$ cat src/hdl/tpr_pkg.sv
// Package: shared types and constants for the tachometer block.
package tpr_pkg;

   typedef enum logic [1:0] {
      CMD_CAPTURE = 2'd0,
      CMD_CHECK   = 2'd1,
      CMD_CLEAR   = 2'd2,
      CMD_NONE    = 2'd3
   } cmd_type;

   localparam logic [1:0] ST_NO_SIGNAL = 2'd0;
   localparam logic [1:0] ST_RUNNING   = 2'd1;
   localparam logic [1:0] ST_INVALID   = 2'd2;

   localparam logic [15:0] CARRY_LIMIT = 16'h8000;
   localparam logic [31:0] MIN_PERIOD  = 32'd100;
   localparam logic [31:0] MAX_PERIOD  = 32'd1000000;
   localparam logic [31:0] FREQ_NUM    = 32'd1000000;
   localparam logic [31:0] RPM_NUM     = 32'd60000000;
   localparam logic [16:0] RPM_CAP     = 17'd100000;

   localparam logic [7:0]  PPR_RESET     = 8'd1;
   localparam logic [15:0] TIMEOUT_RESET = 16'd1000;

   localparam int QUEUE_DEPTH = 2;

   localparam logic [0:0] REG_PPR     = 1'd0;
   localparam logic [0:0] REG_TIMEOUT = 1'd1;

   // decoded item passed from front to back
   typedef struct packed {
      cmd_type     cmd;
      logic [31:0] stamp;
      logic [31:0] now_ms;
   } item_type;

   typedef struct packed {
      logic [16:0] rpm;
      logic [13:0] freq_hz;
      logic [1:0]  status;
      logic [31:0] good_count;
      logic [31:0] bad_count;
   } result_type;

endpackage

$ cat src/hdl/tpr_if.sv
// Interfaces: request and response channels.
interface tpr_req_if;
   logic        valid;
   logic        ready;
   logic [1:0]  cmd;
   logic [15:0] capture_ticks;
   logic [15:0] timer_wraps;
   logic        update_pending;
   logic [31:0] now_ms;
   modport source (output valid, cmd, capture_ticks, timer_wraps, update_pending, now_ms,
                   input ready);
   modport sink   (input valid, cmd, capture_ticks, timer_wraps, update_pending, now_ms,
                   output ready);
endinterface

interface tpr_rsp_if;
   logic        valid;
   logic        ready;
   logic [16:0] rpm;
   logic [13:0] freq_hz;
   logic [1:0]  status;
   logic [31:0] good_count;
   logic [31:0] bad_count;
   modport source (output valid, rpm, freq_hz, status, good_count, bad_count,
                   input ready);
   modport sink   (input valid, rpm, freq_hz, status, good_count, bad_count,
                   output ready);
endinterface

$ cat src/hdl/tpr_front.sv
// Front end: builds timestamps, decodes command, queues items for the back end.
module tpr_front (
   input  logic                clock,
   input  logic                reset,
   input  logic                req_valid,
   output logic                req_ready,
   input  logic [1:0]          req_cmd,
   input  logic [15:0]         req_capture_ticks,
   input  logic [15:0]         req_timer_wraps,
   input  logic                req_update_pending,
   input  logic [31:0]         req_now_ms,
   output logic                item_valid,
   input  logic                item_ready,
   output tpr_pkg::item_type   item
);
   tpr_pkg::item_type q_ff [tpr_pkg::QUEUE_DEPTH];
   logic [0:0] wr_ff, wr_in, rd_ff, rd_in;
   logic [1:0] cnt_ff, cnt_in;
   logic       push, pop;
   logic [15:0] hi;
   tpr_pkg::item_type new_item;

   assign req_ready  = (cnt_ff != 2'(tpr_pkg::QUEUE_DEPTH));
   assign push       = req_valid && req_ready;
   assign item_valid = (cnt_ff != 2'd0);
   assign pop        = item_valid && item_ready;
   assign item       = q_ff[rd_ff];

   always_comb begin
      hi = req_timer_wraps;
      if (req_update_pending && (req_capture_ticks < tpr_pkg::CARRY_LIMIT)) begin
         hi = req_timer_wraps + 16'd1;
      end
      new_item.cmd    = tpr_pkg::cmd_type'(req_cmd);
      new_item.stamp  = {hi, req_capture_ticks};
      new_item.now_ms = req_now_ms;
      wr_in  = push ? wr_ff + 1'b1 : wr_ff;
      rd_in  = pop ? rd_ff + 1'b1 : rd_ff;
      cnt_in = cnt_ff + {1'b0, push} - {1'b0, pop};
   end

   always_ff @(posedge clock) begin
      if (push) begin
         q_ff[wr_ff] <= new_item;
      end
      if (reset) begin
         wr_ff  <= '0;
         rd_ff  <= '0;
         cnt_ff <= '0;
      end else begin
         wr_ff  <= wr_in;
         rd_ff  <= rd_in;
         cnt_ff <= cnt_in;
      end
   end

`ifndef SYNTHESIS
   a_cnt_range: assert property (@(posedge clock) disable iff (reset)
      cnt_ff <= 2'(tpr_pkg::QUEUE_DEPTH)) else $error("queue count overrun");
   a_full_noready: assert property (@(posedge clock) disable iff (reset)
      (cnt_ff == 2'(tpr_pkg::QUEUE_DEPTH)) |-> !req_ready) else $error("full queue ready");
   a_pop_dec: assert property (@(posedge clock) disable iff (reset)
      (pop && !push) |=> (cnt_ff == $past(cnt_ff) - 2'd1)) else $error("pop count");
`endif
endmodule

$ cat src/hdl/tpr_div.sv
// Radix-2 restoring divider, 32-bit quotient, one bit per cycle.
module tpr_div (
   input  logic        clock,
   input  logic        reset,
   input  logic        start,
   input  logic [31:0] dividend,
   input  logic [39:0] divisor,
   output logic        done,
   output logic [31:0] quotient
);
   logic [39:0] rem_ff, rem_in;
   logic [31:0] quo_ff, quo_in;
   logic [39:0] dvs_ff;
   logic [5:0]  cnt_ff, cnt_in;
   logic        busy_ff, busy_in, done_ff, done_in;
   logic [40:0] trial;

   assign done     = done_ff;
   assign quotient = quo_ff;

   always_comb begin
      rem_in  = rem_ff;
      quo_in  = quo_ff;
      cnt_in  = cnt_ff;
      busy_in = busy_ff;
      done_in = 1'b0;
      trial   = '0;
      if (start) begin
         rem_in  = '0;
         quo_in  = dividend;
         cnt_in  = 6'd32;
         busy_in = 1'b1;
      end else if (busy_ff) begin
         trial = {rem_ff, quo_ff[31]} - {1'b0, dvs_ff};
         if (!trial[40]) begin
            rem_in = trial[39:0];
            quo_in = {quo_ff[30:0], 1'b1};
         end else begin
            rem_in = {rem_ff[38:0], quo_ff[31]};
            quo_in = {quo_ff[30:0], 1'b0};
         end
         cnt_in = cnt_ff - 6'd1;
         if (cnt_ff == 6'd1) begin
            busy_in = 1'b0;
            done_in = 1'b1;
         end
      end
   end

   always_ff @(posedge clock) begin
      rem_ff <= rem_in;
      quo_ff <= quo_in;
      cnt_ff <= cnt_in;
      if (start) begin
         dvs_ff <= divisor;
      end
      if (reset) begin
         busy_ff <= 1'b0;
         done_ff <= 1'b0;
      end else begin
         busy_ff <= busy_in;
         done_ff <= done_in;
      end
   end
endmodule

$ cat src/hdl/tpr_back.sv
// Back end: state update, period checks, frequency and rpm via shared divider.
module tpr_back (
   input  logic                clock,
   input  logic                reset,
   input  logic [7:0]          ppr,
   input  logic [15:0]         timeout_ms,
   input  logic                item_valid,
   output logic                item_ready,
   input  tpr_pkg::item_type   item,
   output logic                res_valid,
   input  logic                res_ready,
   output tpr_pkg::result_type res
);
   typedef enum logic [2:0] {
      S_IDLE, S_FREQ_WAIT, S_RPM_MUL, S_RPM_WAIT, S_OUT
   } state_type;

   state_type   state_ff;
   logic [31:0] last_ts_ff, last_ms_ff, good_ff, bad_ff, period_ff;
   logic        first_ff;
   logic [16:0] rpm_ff;
   logic [13:0] freq_ff;
   logic [1:0]  stat_ff;
   logic [39:0] prod_ff;
   logic        div_start;
   logic [31:0] div_num;
   logic [39:0] div_den;
   logic        div_done;
   logic [31:0] div_q;
   logic [31:0] period;
   logic [7:0]  ppr_eff;

   assign period     = item.stamp - last_ts_ff;
   assign ppr_eff    = (ppr == 8'd0) ? 8'd1 : ppr;
   assign item_ready = (state_ff == S_IDLE);
   assign res_valid  = (state_ff == S_OUT);
   assign res        = '{rpm: rpm_ff, freq_hz: freq_ff, status: stat_ff,
                         good_count: good_ff, bad_count: bad_ff};

   tpr_div u_div (
      .clock(clock), .reset(reset), .start(div_start), .dividend(div_num),
      .divisor(div_den), .done(div_done), .quotient(div_q)
   );

   always_comb begin
      div_start = 1'b0;
      div_num   = tpr_pkg::FREQ_NUM;
      div_den   = {8'd0, period};
      if (state_ff == S_IDLE && item_valid && item.cmd == tpr_pkg::CMD_CAPTURE && !first_ff
          && period >= tpr_pkg::MIN_PERIOD && period <= tpr_pkg::MAX_PERIOD) begin
         div_start = 1'b1;
      end else if (state_ff == S_RPM_MUL) begin
         div_start = 1'b1;
         div_num   = tpr_pkg::RPM_NUM;
         div_den   = prod_ff;
      end
   end

   always_ff @(posedge clock) begin
      if (reset) begin
         state_ff   <= S_IDLE;
         last_ts_ff <= '0;
         first_ff   <= 1'b1;
         last_ms_ff <= '0;
         rpm_ff     <= '0;
         freq_ff    <= '0;
         stat_ff    <= tpr_pkg::ST_NO_SIGNAL;
         good_ff    <= '0;
         bad_ff     <= '0;
      end else begin
         unique case (state_ff)
            S_IDLE: begin
               if (item_valid) begin
                  state_ff <= S_OUT;
                  unique case (item.cmd)
                     tpr_pkg::CMD_CAPTURE: begin
                        last_ts_ff <= item.stamp;
                        if (first_ff) begin
                           first_ff <= 1'b0;
                           stat_ff  <= tpr_pkg::ST_NO_SIGNAL;
                        end else if (period < tpr_pkg::MIN_PERIOD) begin
                           bad_ff  <= bad_ff + 32'd1;
                           stat_ff <= tpr_pkg::ST_INVALID;
                        end else if (period > tpr_pkg::MAX_PERIOD) begin
                           bad_ff  <= bad_ff + 32'd1;
                           rpm_ff  <= '0;
                           freq_ff <= '0;
                           stat_ff <= tpr_pkg::ST_INVALID;
                        end else begin
                           period_ff  <= period;
                           last_ms_ff <= item.now_ms;
                           stat_ff    <= tpr_pkg::ST_RUNNING;
                           good_ff    <= good_ff + 32'd1;
                           state_ff   <= S_FREQ_WAIT;
                        end
                     end
                     tpr_pkg::CMD_CHECK: begin
                        if (last_ms_ff == 32'd0 ||
                            (item.now_ms - last_ms_ff) > {16'd0, timeout_ms}) begin
                           rpm_ff  <= '0;
                           freq_ff <= '0;
                           stat_ff <= tpr_pkg::ST_NO_SIGNAL;
                        end
                     end
                     tpr_pkg::CMD_CLEAR: begin
                        last_ts_ff <= '0;
                        first_ff   <= 1'b1;
                        last_ms_ff <= '0;
                        rpm_ff     <= '0;
                        freq_ff    <= '0;
                        stat_ff    <= tpr_pkg::ST_NO_SIGNAL;
                        good_ff    <= '0;
                        bad_ff     <= '0;
                     end
                     default: ;
                  endcase
               end
            end
            S_FREQ_WAIT: begin
               if (div_done) begin
                  freq_ff  <= div_q[13:0];
                  state_ff <= S_RPM_MUL;
               end
            end
            S_RPM_MUL: state_ff <= S_RPM_WAIT;
            S_RPM_WAIT: begin
               if (div_done) begin
                  rpm_ff   <= (div_q > {15'd0, tpr_pkg::RPM_CAP}) ? tpr_pkg::RPM_CAP
                                                                  : div_q[16:0];
                  state_ff <= S_OUT;
               end
            end
            S_OUT: begin
               if (res_ready) begin
                  state_ff <= S_IDLE;
               end
            end
            default: state_ff <= S_IDLE;
         endcase
      end
   end

   always_ff @(posedge clock) begin
      if (state_ff == S_FREQ_WAIT && div_done) begin
         prod_ff <= period_ff * {32'd0, ppr_eff};
      end
   end

`ifndef SYNTHESIS
   a_stat_range: assert property (@(posedge clock) disable iff (reset)
      stat_ff != 2'd3) else $error("bad status code");
   a_rpm_cap: assert property (@(posedge clock) disable iff (reset)
      rpm_ff <= tpr_pkg::RPM_CAP) else $error("rpm over cap");
   a_good_run: assert property (@(posedge clock) disable iff (reset)
      (state_ff == S_FREQ_WAIT) |-> (stat_ff == tpr_pkg::ST_RUNNING))
      else $error("status not running in divide");
`endif
endmodule

$ cat src/hdl/tachometer_period_rpm.sv
// Tachometer top level: turns timer-capture beats into frequency and rpm.
// Each request beat yields exactly one response beat showing the state after the
// command. Capture beats form a 32-bit microsecond stamp; a good period (100 us to
// 1 s) runs two 32-step divisions through one shared radix-2 divider, so a good
// capture holds the back end through both divisions, while checks, clears, rejected
// periods and the first capture skip the divider. A two-entry queue sits between
// the decode front and the compute back so requests are taken while a result waits.
// Registers: 0x0 pulses_per_rotation (8 bits, reset 1; zero acts as 1),
// 0x4 no_signal_timeout_ms (16 bits, reset 1000). Write only while idle.
module tachometer_period_rpm (
   input  logic        clock,
   input  logic        reset,
   tpr_req_if.sink     req,
   tpr_rsp_if.source   rsp,
   input  logic        csr_psel,
   input  logic        csr_penable,
   input  logic        csr_pwrite,
   input  logic [2:0]  csr_paddr,
   input  logic [31:0] csr_pwdata,
   output logic [31:0] csr_prdata,
   output logic        csr_pready
);
   logic [7:0]  ppr_ff;
   logic [15:0] timeout_ff;
   logic        item_valid, item_ready, res_valid;
   tpr_pkg::item_type   item;
   tpr_pkg::result_type res_ff, res;
   logic        out_valid_ff;
   logic        csr_wr;
   logic [0:0]  csr_idx;

   assign csr_pready = 1'b1;
   assign csr_wr  = csr_psel && csr_penable && csr_pwrite;
   assign csr_idx = csr_paddr[2];

   always_comb begin
      csr_prdata = '0;
      if (csr_paddr[1:0] == 2'd0) begin
         unique case (csr_idx)
            tpr_pkg::REG_PPR:     csr_prdata = {24'd0, ppr_ff};
            tpr_pkg::REG_TIMEOUT: csr_prdata = {16'd0, timeout_ff};
            default:              csr_prdata = '0;
         endcase
      end
   end

   always_ff @(posedge clock) begin
      if (reset) begin
         ppr_ff     <= tpr_pkg::PPR_RESET;
         timeout_ff <= tpr_pkg::TIMEOUT_RESET;
      end else if (csr_wr && csr_paddr[1:0] == 2'd0) begin
         if (csr_idx == tpr_pkg::REG_PPR) ppr_ff <= csr_pwdata[7:0];
         else timeout_ff <= csr_pwdata[15:0];
      end
   end

   tpr_front u_front (
      .clock(clock), .reset(reset),
      .req_valid(req.valid), .req_ready(req.ready), .req_cmd(req.cmd),
      .req_capture_ticks(req.capture_ticks), .req_timer_wraps(req.timer_wraps),
      .req_update_pending(req.update_pending), .req_now_ms(req.now_ms),
      .item_valid(item_valid), .item_ready(item_ready), .item(item)
   );

   logic res_take;
   assign res_take = !out_valid_ff || rsp.ready;

   tpr_back u_back (
      .clock(clock), .reset(reset), .ppr(ppr_ff), .timeout_ms(timeout_ff),
      .item_valid(item_valid), .item_ready(item_ready), .item(item),
      .res_valid(res_valid), .res_ready(res_take), .res(res)
   );

   // output register
   always_ff @(posedge clock) begin
      if (res_valid && res_take) res_ff <= res;
      if (reset) out_valid_ff <= 1'b0;
      else if (res_take) out_valid_ff <= res_valid;
   end

   assign rsp.valid      = out_valid_ff;
   assign rsp.rpm        = res_ff.rpm;
   assign rsp.freq_hz    = res_ff.freq_hz;
   assign rsp.status     = res_ff.status;
   assign rsp.good_count = res_ff.good_count;
   assign rsp.bad_count  = res_ff.bad_count;

`ifndef SYNTHESIS
   a_hold: assert property (@(posedge clock) disable iff (reset)
      (rsp.valid && !rsp.ready) |=> (rsp.valid && $stable(rsp.good_count)))
      else $error("response dropped");
   a_ppr_reset: assert property (@(posedge clock)
      $past(reset) |-> (ppr_ff == tpr_pkg::PPR_RESET)) else $error("ppr reset");
   a_load: assert property (@(posedge clock) disable iff (reset)
      (res_valid && res_take) |=> out_valid_ff) else $error("result not loaded");
`endif
endmodule

$ cat src/flat_wrapper.sv
// flat-port wrapper written by rule: the top's interface ports become plain ports
module tachometer_period_rpm_flat 
  (clock, reset, csr_psel, csr_penable, csr_pwrite, csr_paddr, csr_pwdata, csr_prdata, csr_pready, req_valid, req_cmd, req_capture_ticks, req_timer_wraps, req_update_pending, req_now_ms, req_ready, rsp_valid, rsp_rpm, rsp_freq_hz, rsp_status, rsp_good_count, rsp_bad_count, rsp_ready);
  tpr_req_if req_i ();
  tpr_rsp_if rsp_i ();
  input  logic clock;
  input  logic reset;
  input  logic csr_psel;
  input  logic csr_penable;
  input  logic csr_pwrite;
  input  logic [2:0] csr_paddr;
  input  logic [31:0] csr_pwdata;
  output logic [31:0] csr_prdata;
  output logic csr_pready;
  input wire logic [$bits(req_i.valid)-1:0] req_valid;
  input wire logic [$bits(req_i.cmd)-1:0] req_cmd;
  input wire logic [$bits(req_i.capture_ticks)-1:0] req_capture_ticks;
  input wire logic [$bits(req_i.timer_wraps)-1:0] req_timer_wraps;
  input wire logic [$bits(req_i.update_pending)-1:0] req_update_pending;
  input wire logic [$bits(req_i.now_ms)-1:0] req_now_ms;
  output wire logic [$bits(req_i.ready)-1:0] req_ready;
  output wire logic [$bits(rsp_i.valid)-1:0] rsp_valid;
  output wire logic [$bits(rsp_i.rpm)-1:0] rsp_rpm;
  output wire logic [$bits(rsp_i.freq_hz)-1:0] rsp_freq_hz;
  output wire logic [$bits(rsp_i.status)-1:0] rsp_status;
  output wire logic [$bits(rsp_i.good_count)-1:0] rsp_good_count;
  output wire logic [$bits(rsp_i.bad_count)-1:0] rsp_bad_count;
  input wire logic [$bits(rsp_i.ready)-1:0] rsp_ready;
  assign req_i.valid = req_valid;
  assign req_i.cmd = req_cmd;
  assign req_i.capture_ticks = req_capture_ticks;
  assign req_i.timer_wraps = req_timer_wraps;
  assign req_i.update_pending = req_update_pending;
  assign req_i.now_ms = req_now_ms;
  assign req_ready = req_i.ready;
  assign rsp_valid = rsp_i.valid;
  assign rsp_rpm = rsp_i.rpm;
  assign rsp_freq_hz = rsp_i.freq_hz;
  assign rsp_status = rsp_i.status;
  assign rsp_good_count = rsp_i.good_count;
  assign rsp_bad_count = rsp_i.bad_count;
  assign rsp_i.ready = rsp_ready;
  tachometer_period_rpm u_core (.clock(clock), .reset(reset), .req(req_i), .rsp(rsp_i), .csr_psel(csr_psel), .csr_penable(csr_penable), .csr_pwrite(csr_pwrite), .csr_paddr(csr_paddr), .csr_pwdata(csr_pwdata), .csr_prdata(csr_prdata), .csr_pready(csr_pready));
endmodule
$ cat config.mk
export PLATFORM = sky130hd
export DESIGN_NAME = tachometer_period_rpm_flat
export DESIGN_NICKNAME = d
export VERILOG_FILES = /design/src/hdl/tpr_pkg.sv /design/src/hdl/tpr_if.sv /design/src/hdl/tpr_front.sv /design/src/hdl/tpr_div.sv /design/src/hdl/tpr_back.sv /design/src/hdl/tachometer_period_rpm.sv /design/src/flat_wrapper.sv
export SDC_FILE = /design/constraint.sdc
export NUM_CORES = 2
export LEC_CHECK = 0
export ABC_AREA = 1
export BUFFER_PORTS_ARGS = -buffer_cell sky130_fd_sc_hd__buf_4
export CORE_ASPECT_RATIO = 0.7
export CORE_MARGIN = 3
export CORE_UTILIZATION = 40
export CTS_CLUSTER_DIAMETER = 60
export CTS_CLUSTER_SIZE = 16
export DETAILED_ROUTE_END_ITERATION = 6
export HOLD_SLACK_MARGIN = 0.1
export PLACE_DENSITY = 0.64
export RECOVER_POWER = 50
export SETUP_SLACK_MARGIN = 0.5
export SLEW_MARGIN = 15
export SYNTH_ARGS = -nofsm -noshare
export SYNTH_HDL_FRONTEND = slang
export SYNTH_SLANG_ARGS = --single-unit
$ cat constraint.sdc
create_clock -name clock -period 6.45 [get_ports clock]
set_input_delay 1.29 -clock clock [delete_from_list [all_inputs] [get_ports clock]]
set_output_delay 1.29 -clock clock [all_outputs]
set_load 0.005 [all_outputs]
======== After elaboration in Yosys (flattened, before gate mapping) ========
Memory sizes are Yosys's and may differ from the RTL's. A register that Yosys moved wholly into a read port is not among the register bits.
Index checks and enable logic that the tools add are counted.
storage, ports and cells
  register bits after elaboration ......... 483
  latch bits .............................. 0
  RAM bits ................................ 132
  bits in read-only memories .............. 0
  output and inout bits ................... 132
  word-level logic and storage cells ...... 184
  memories kept ........................... 1
operators by class
  add/sub/neg operators ................... 11
  multiply operators ...................... 1
  divide/modulo/power cells ............... 0
  magnitude comparators ................... 7
  equality and inequality tests ........... 22
  shifts and indexed selects .............. 0
  mux-type cells .......................... 67
  bitwise gates (word level) .............. 7
  reduce and logical (&&, ||, !) cells .... 39
memory list
  memory               depth  bits a word  read ports  clocked after Yosys merged registers in  wr ports  line             text
  u_core.u_front.q_ff  2      66           1           1                                        1         tpr_front.sv:16  tpr_pkg::item_type q_ff [tpr_pkg::QUEUE_DEPTH];
operator list
  operator                 count
  $mux W32                 14
  $pmux W32 S2             5
  $mux W17                 7
  $mux W14                 6
  $add A32 B1 Y32 const B  2
  $sub A32 B32 Y32         2
  $mux W26                 2
  $pmux W17 S3             1
  $pmux W14 S3             1
  $sub A41 B40 Y41         1
  $mul A32 B8 Y40          1
  $mux W40                 1
  $pmux W17 S2             1
  $ge A32 B7 Y1 const B    1
  $gt A32 B16 Y1           1
  $gt A32 B17 Y1 const B   1
  $gt A32 B20 Y1 const B   1
  $le A32 B20 Y1 const B   1
  $logic_not A32 Y1        1
  $lt A32 B7 Y1 const B    1
  $pmux W14 S2             1
  $mux W3                  8
  $add A16 B1 Y16 const B  1
  $lt A16 B16 Y1 const B   1
  40 further kinds         92

======== Longest topological paths before layout ========
  depth after elaboration ................. 8
  gate-level depth with buffers ........... 34

======== Modules after synthesis ========
A second synthesis with hierarchy kept.
unflattened totals
  cells, all modules ...................... 5805
  area total of the unflattened synthesis .. 43679.4 sq um
by module, submodules not included
  module                 times used  cells an instance  area each (sq um)
  tpr_back               1           3966               25748.4
  tpr_div                1           1191               8072.7
  tpr_front              1           317                5430.2
  tachometer_period_rpm  1           331                4428.0

======== Worst setup path after synthesis ========
Ideal clock, no wire load.
  path kind ............................... input-to-reg
  from .................................... input port rsp_ready
  to ...................................... register u_core.res_ff, in the netlist u_core.rsp.bad_count[0], enable pin
  library setup time ...................... 0.555 ns
  arrival time ............................ 5.361 ns
  data required time ...................... 5.895 ns
  path slack .............................. 0.534 ns
  stages on the path ...................... 2
  buffers on the path ..................... 0
  cells stage by stage .................... nor2_1 nor2_1
on the way
  longest elaborated chain between the ends .. 2
RTL lines
  what                  line                         text
  from (decl)           flat_wrapper.sv:28           input wire logic [$bits(rsp_i.ready)-1:0] rsp_ready;
  $logic_or A1 B1 Y1    tachometer_period_rpm.sv:66  assign res_take = !out_valid_ff || rsp.ready;
  $logic_and A1 B1 Y1   tachometer_period_rpm.sv:76  if (res_valid && res_take) res_ff <= res;
  to (signal assigned)  tachometer_period_rpm.sv:76
  to (decl)             tachometer_period_rpm.sv:27  tpr_pkg::result_type res_ff, res;
Every way passes these cells.
A chain may end at the register's enable or synchronous reset.

==> reports/metrics.yaml <==
outcome:
  status: "finished with violations"
  violations: "design-rule violations, max-capacitance violations, max-slew violations"
global_routing:
  antenna_found_initial: 8
  grtUsageTotal_pct: 20.45
  grt_pass1_vias: 31670
  overflow: 0
  grt_max_degree: 108
  grt_pass1_wl_microns: 175200
yosys:
  yosysTopAreaCellShare_pct: 27.14
  ys_top_cells_by_count: "1,323 x nand2_1, 907 x inv_1, 569 x nor2_1"
  synth.most_common_cell: "nand2_1"
  ys_async_sr_fraction_pct: 0
  synth-seq-area-share_pct: 38.92
  ys_ff_latch: 616
  yosysWarnings: 0
  syn_inst: 5241
  synth-edff-count: 373
  yosys.area.top_type: "edfxtp_1"
  synth.avg_cell_area_sq_um: 7.876
  ys.flop_type: "edfxtp_1"
  ys_types: 49
  synth_area_leaders: "edfxtp_1 27%, nand2_1 12%, dfxtp_1 12%"
  synth.cell_area_sq_um: 41280
timing:
  maxSlewViolCount: 344
  period_needed_ns: 5.549
  maxSlewHeadroom_pct: -192.4
  fin_skew_ns: 0.05538
  hold_viol_final: 0
  fin_crit_sh_pct: 86.03
  max_freq_ghz: 0.1802
  rsz0062_at_grt: "false"
  worstMarginPinSlew_ns: 4.385
  fin_tns_setup_ns: 0
  setup_violations: 0
routing:
  num_vias: 33740
  dr.pass1.iters: 7
  vias_per_cell: 4.996
  remaining_drc_errors: 11
  drt.antenna.violating_nets: 0
  drt_iter0_markers: 2885
  routed_wirelength_microns: 111500
  avgRoutedWirePerCell_microns: 16.51
worst_setup_path:
  crit_required_ns: 6.78
  arrival_ns: 5.88
  end_kind: "flop"
  reg2reg_to: "u_core.u_back.good_ff[19]$_SDFFE_PP0P_"
  cp_max_fo: 45
  r2r_slack_ns: 0.90
  worstSetupPathType: "reg -> reg"
  r2r_cells: 22
  worst_setup_path_start_kind: "flop"
cts:
  cts.sinks: 616
  cts_root_buf: "clkbuf_16"
  clockBufferDepth: 3
  clk_latency_ns: 0.65
  cts-hold-fix-buffers: 0
  htreeDepth: 2
  cts_tree: "built"
  clkTransAtPathRegs_ns: 0.07
  numCtsBuffers: 51
placement:
  portBuffers: 207
  gp_congestion: 0.9694
  dp.final_hpwl_microns: 86410
  dp_cells: 6651
floorplan:
  die_h_microns: 274.8
  die-width_microns: 390.0
  ios: 241
  core_area_sq_um: 101200
  floorplan.die_area_sq_um: 107100
  initial_utilization_pct: 40.78
  rows: 97
power_and_ir_drop:
  power.leakage_nw: 20.87
  p_per_area_nw_per_um2: 325.3
  totalPowerFinal_mw: 14.81
  peakVddDrop_uv: 282.9
min_path:
  holdPathEnd: "u_core.rsp.rpm[0]$_DFFE_PP_"
  whs_path_depth: 0
  min_path_type: "reg -> reg"
  hp-start: "u_core.u_back.rpm_ff[0]$_SDFFE_PP0P_"
layout:
  nNetsFinal: 5850
  syn_to_final_growth_pct: 10.33
  final_cell_count_no_fill: 6754
  final_layout_size_suffix_gt1_share_pct: 6.617
  nFillCells: 10260
job:
  cap_viol_max_count: 7
[where the power goes]
part | switching [mW] | internal [mW] | total [mW]
Combinational | 4.53 | 2.02 | 6.55
Sequential | 0.217 | 4.87 | 5.09
Clock | 1.52 | 1.65 | 3.17
Total | 6.26 | 8.55 | 14.8
[worst max-delay path by stage]
stage | from | end | cells after the start
CTS | flop | u_core.u_back.rpm_ff[14]$_SDFFE_PP0P_ | 31
global placement | u_core.ppr_ff[2]$_SDFFE_PP0P_ | u_core.u_back.prod_ff[31]$_DFFE_PP_ | 21
floorplan | rsp_ready | u_core.rsp.bad_count[0]$_DFFE_PP_ | 2
finish | flop | u_core.u_back.good_ff[19]$_SDFFE_PP0P_ | 22
global route | flop | u_core.u_back.good_ff[4]$_SDFFE_PP0P_ | 21
detailed placement | u_core.ppr_ff[2]$_SDFFE_PP0P_ | u_core.u_back.prod_ff[31]$_DFFE_PP_ | 21
[sequential cells by signal (all words and copies together) (netlist names), 40 cells and up, named ones only]
signal and flops:
u_core.u_back.prod_ff 40, u_core.u_back.u_div.dvs_ff 40, u_core.u_back.u_div.rem_ff 40, u_core.u_front.q_ff 132
[stage by stage]
step	hold WS (ns)	setup slack [ns]	area, sq um	util, %
2_1_floorplan	0.4018	0.5344	41330	-
3_3_place_gp	0.4155	0.7780	44110	43.58
3_5_place_dp	0.4136	0.6957	44110	43.58
4_1_cts	0.4328	0.6562	45770	45.22
5_1_grt	0.4451	0.5024	45530	44.99
6_report	0.4332	0.9013	45540	44.99
[cells by family (layout without fill, tap and decap cells)]
family | Yosys count | count (layout) | synth area share (%)
AND/OR/NAND/NOR | 2320 | 2320 | 22.75
buffers and inverters | 1115 | 1269 | 10.53
flip-flops | 616 | 616 | 38.92
AO/OA/AOI/OAI | 586 | 586 | 7.902
adder cells (fa/ha/maj) | 372 | 372 | 14.60
XOR/XNOR | 166 | 166 | 3.540
multiplexers | 64 | 64 | 1.734
other | 2 | 25 | 0.01819
[what timing repair did]
action                     CTS  global route
resized for setup            0             5
buffers inserted             0             1
setup endpoints to repair    0            35
[area by class of cell]
type,instances,area (sq um),share of cell area (%)
Multi-Input combinational cell,3525,20960,46.02
Sequential cell,616,16070,35.29
Clock buffer,78,1471,3.231
Clock inverter,16,188.9,0.4148
Tap cell,1336,1672,3.670
Timing Repair Buffer,259,1724,3.786
Antenna cell,8,20.02,0.04396
Inverter,916,3438,7.550
[placed cells by master (no fill, tap or decap), types with 5 or more instances in the layout]
| cell type | n |
|---|---|
| nand3_1 | 245 |
| fa_1 | 183 |
| o21a_1 | 6 |
| nor4_1 | 27 |
| xnor2_1 | 60 |
| mux2_2 | 59 |
| o21ai_0 | 145 |
| a21boi_0 | 11 |
| a21oi_1 | 298 |
| ha_1 | 188 |
| nand3b_1 | 7 |
| nor3_1 | 79 |
| nor2_1 | 564 |
| inv_1 | 908 |
| edfxtp_1 | 373 |
| nand2_1 | 1321 |
| clkbuf_4 | 95 |
| dfxtp_1 | 241 |
| o21bai_1 | 13 |
| inv_8 | 5 |
| clkbuf_16 | 54 |
| a21o_1 | 7 |
| xor2_1 | 105 |
| nand2_2 | 8 |
| buf_4 | 98 |
| a31oi_1 | 22 |
| diode_2 | 8 |
| nand4_1 | 46 |
| or2_2 | 6 |
| o211ai_1 | 43 |
| conb_1 | 17 |
| clkbuf_1 | 84 |
| a22oi_1 | 30 |
[worst max-delay path, cell delays in order, from the launching register on]
cell	delay [ns]
dfxtp_4	0.55
buf_4	0.55
mux2i_1	0.21
ha_1	0.27
fa_1	0.46
inv_1	0.13
nand2_1	0.06
nand2_1	0.07
and2_1	0.15
nand2_1	0.09
nand3_1	0.14
nand2_1	0.07
nand2_1	0.26
nand2_1	0.15
nor2_1	0.16
nand2_1	0.06
nor2_1	0.09
nand3_1	0.34
nand4_1	0.36
nand2_2	0.39
buf_4	0.38
nand3_1	0.11
a21oi_1	0.07
[metal layers]
metal,wire length [microns],track usage [%]
met1,54730,31.31
met2,45070,29.18
met3,9476,4.346
met4,2257,4.842
met5,0,0
(Power assumes the default switching activity.)
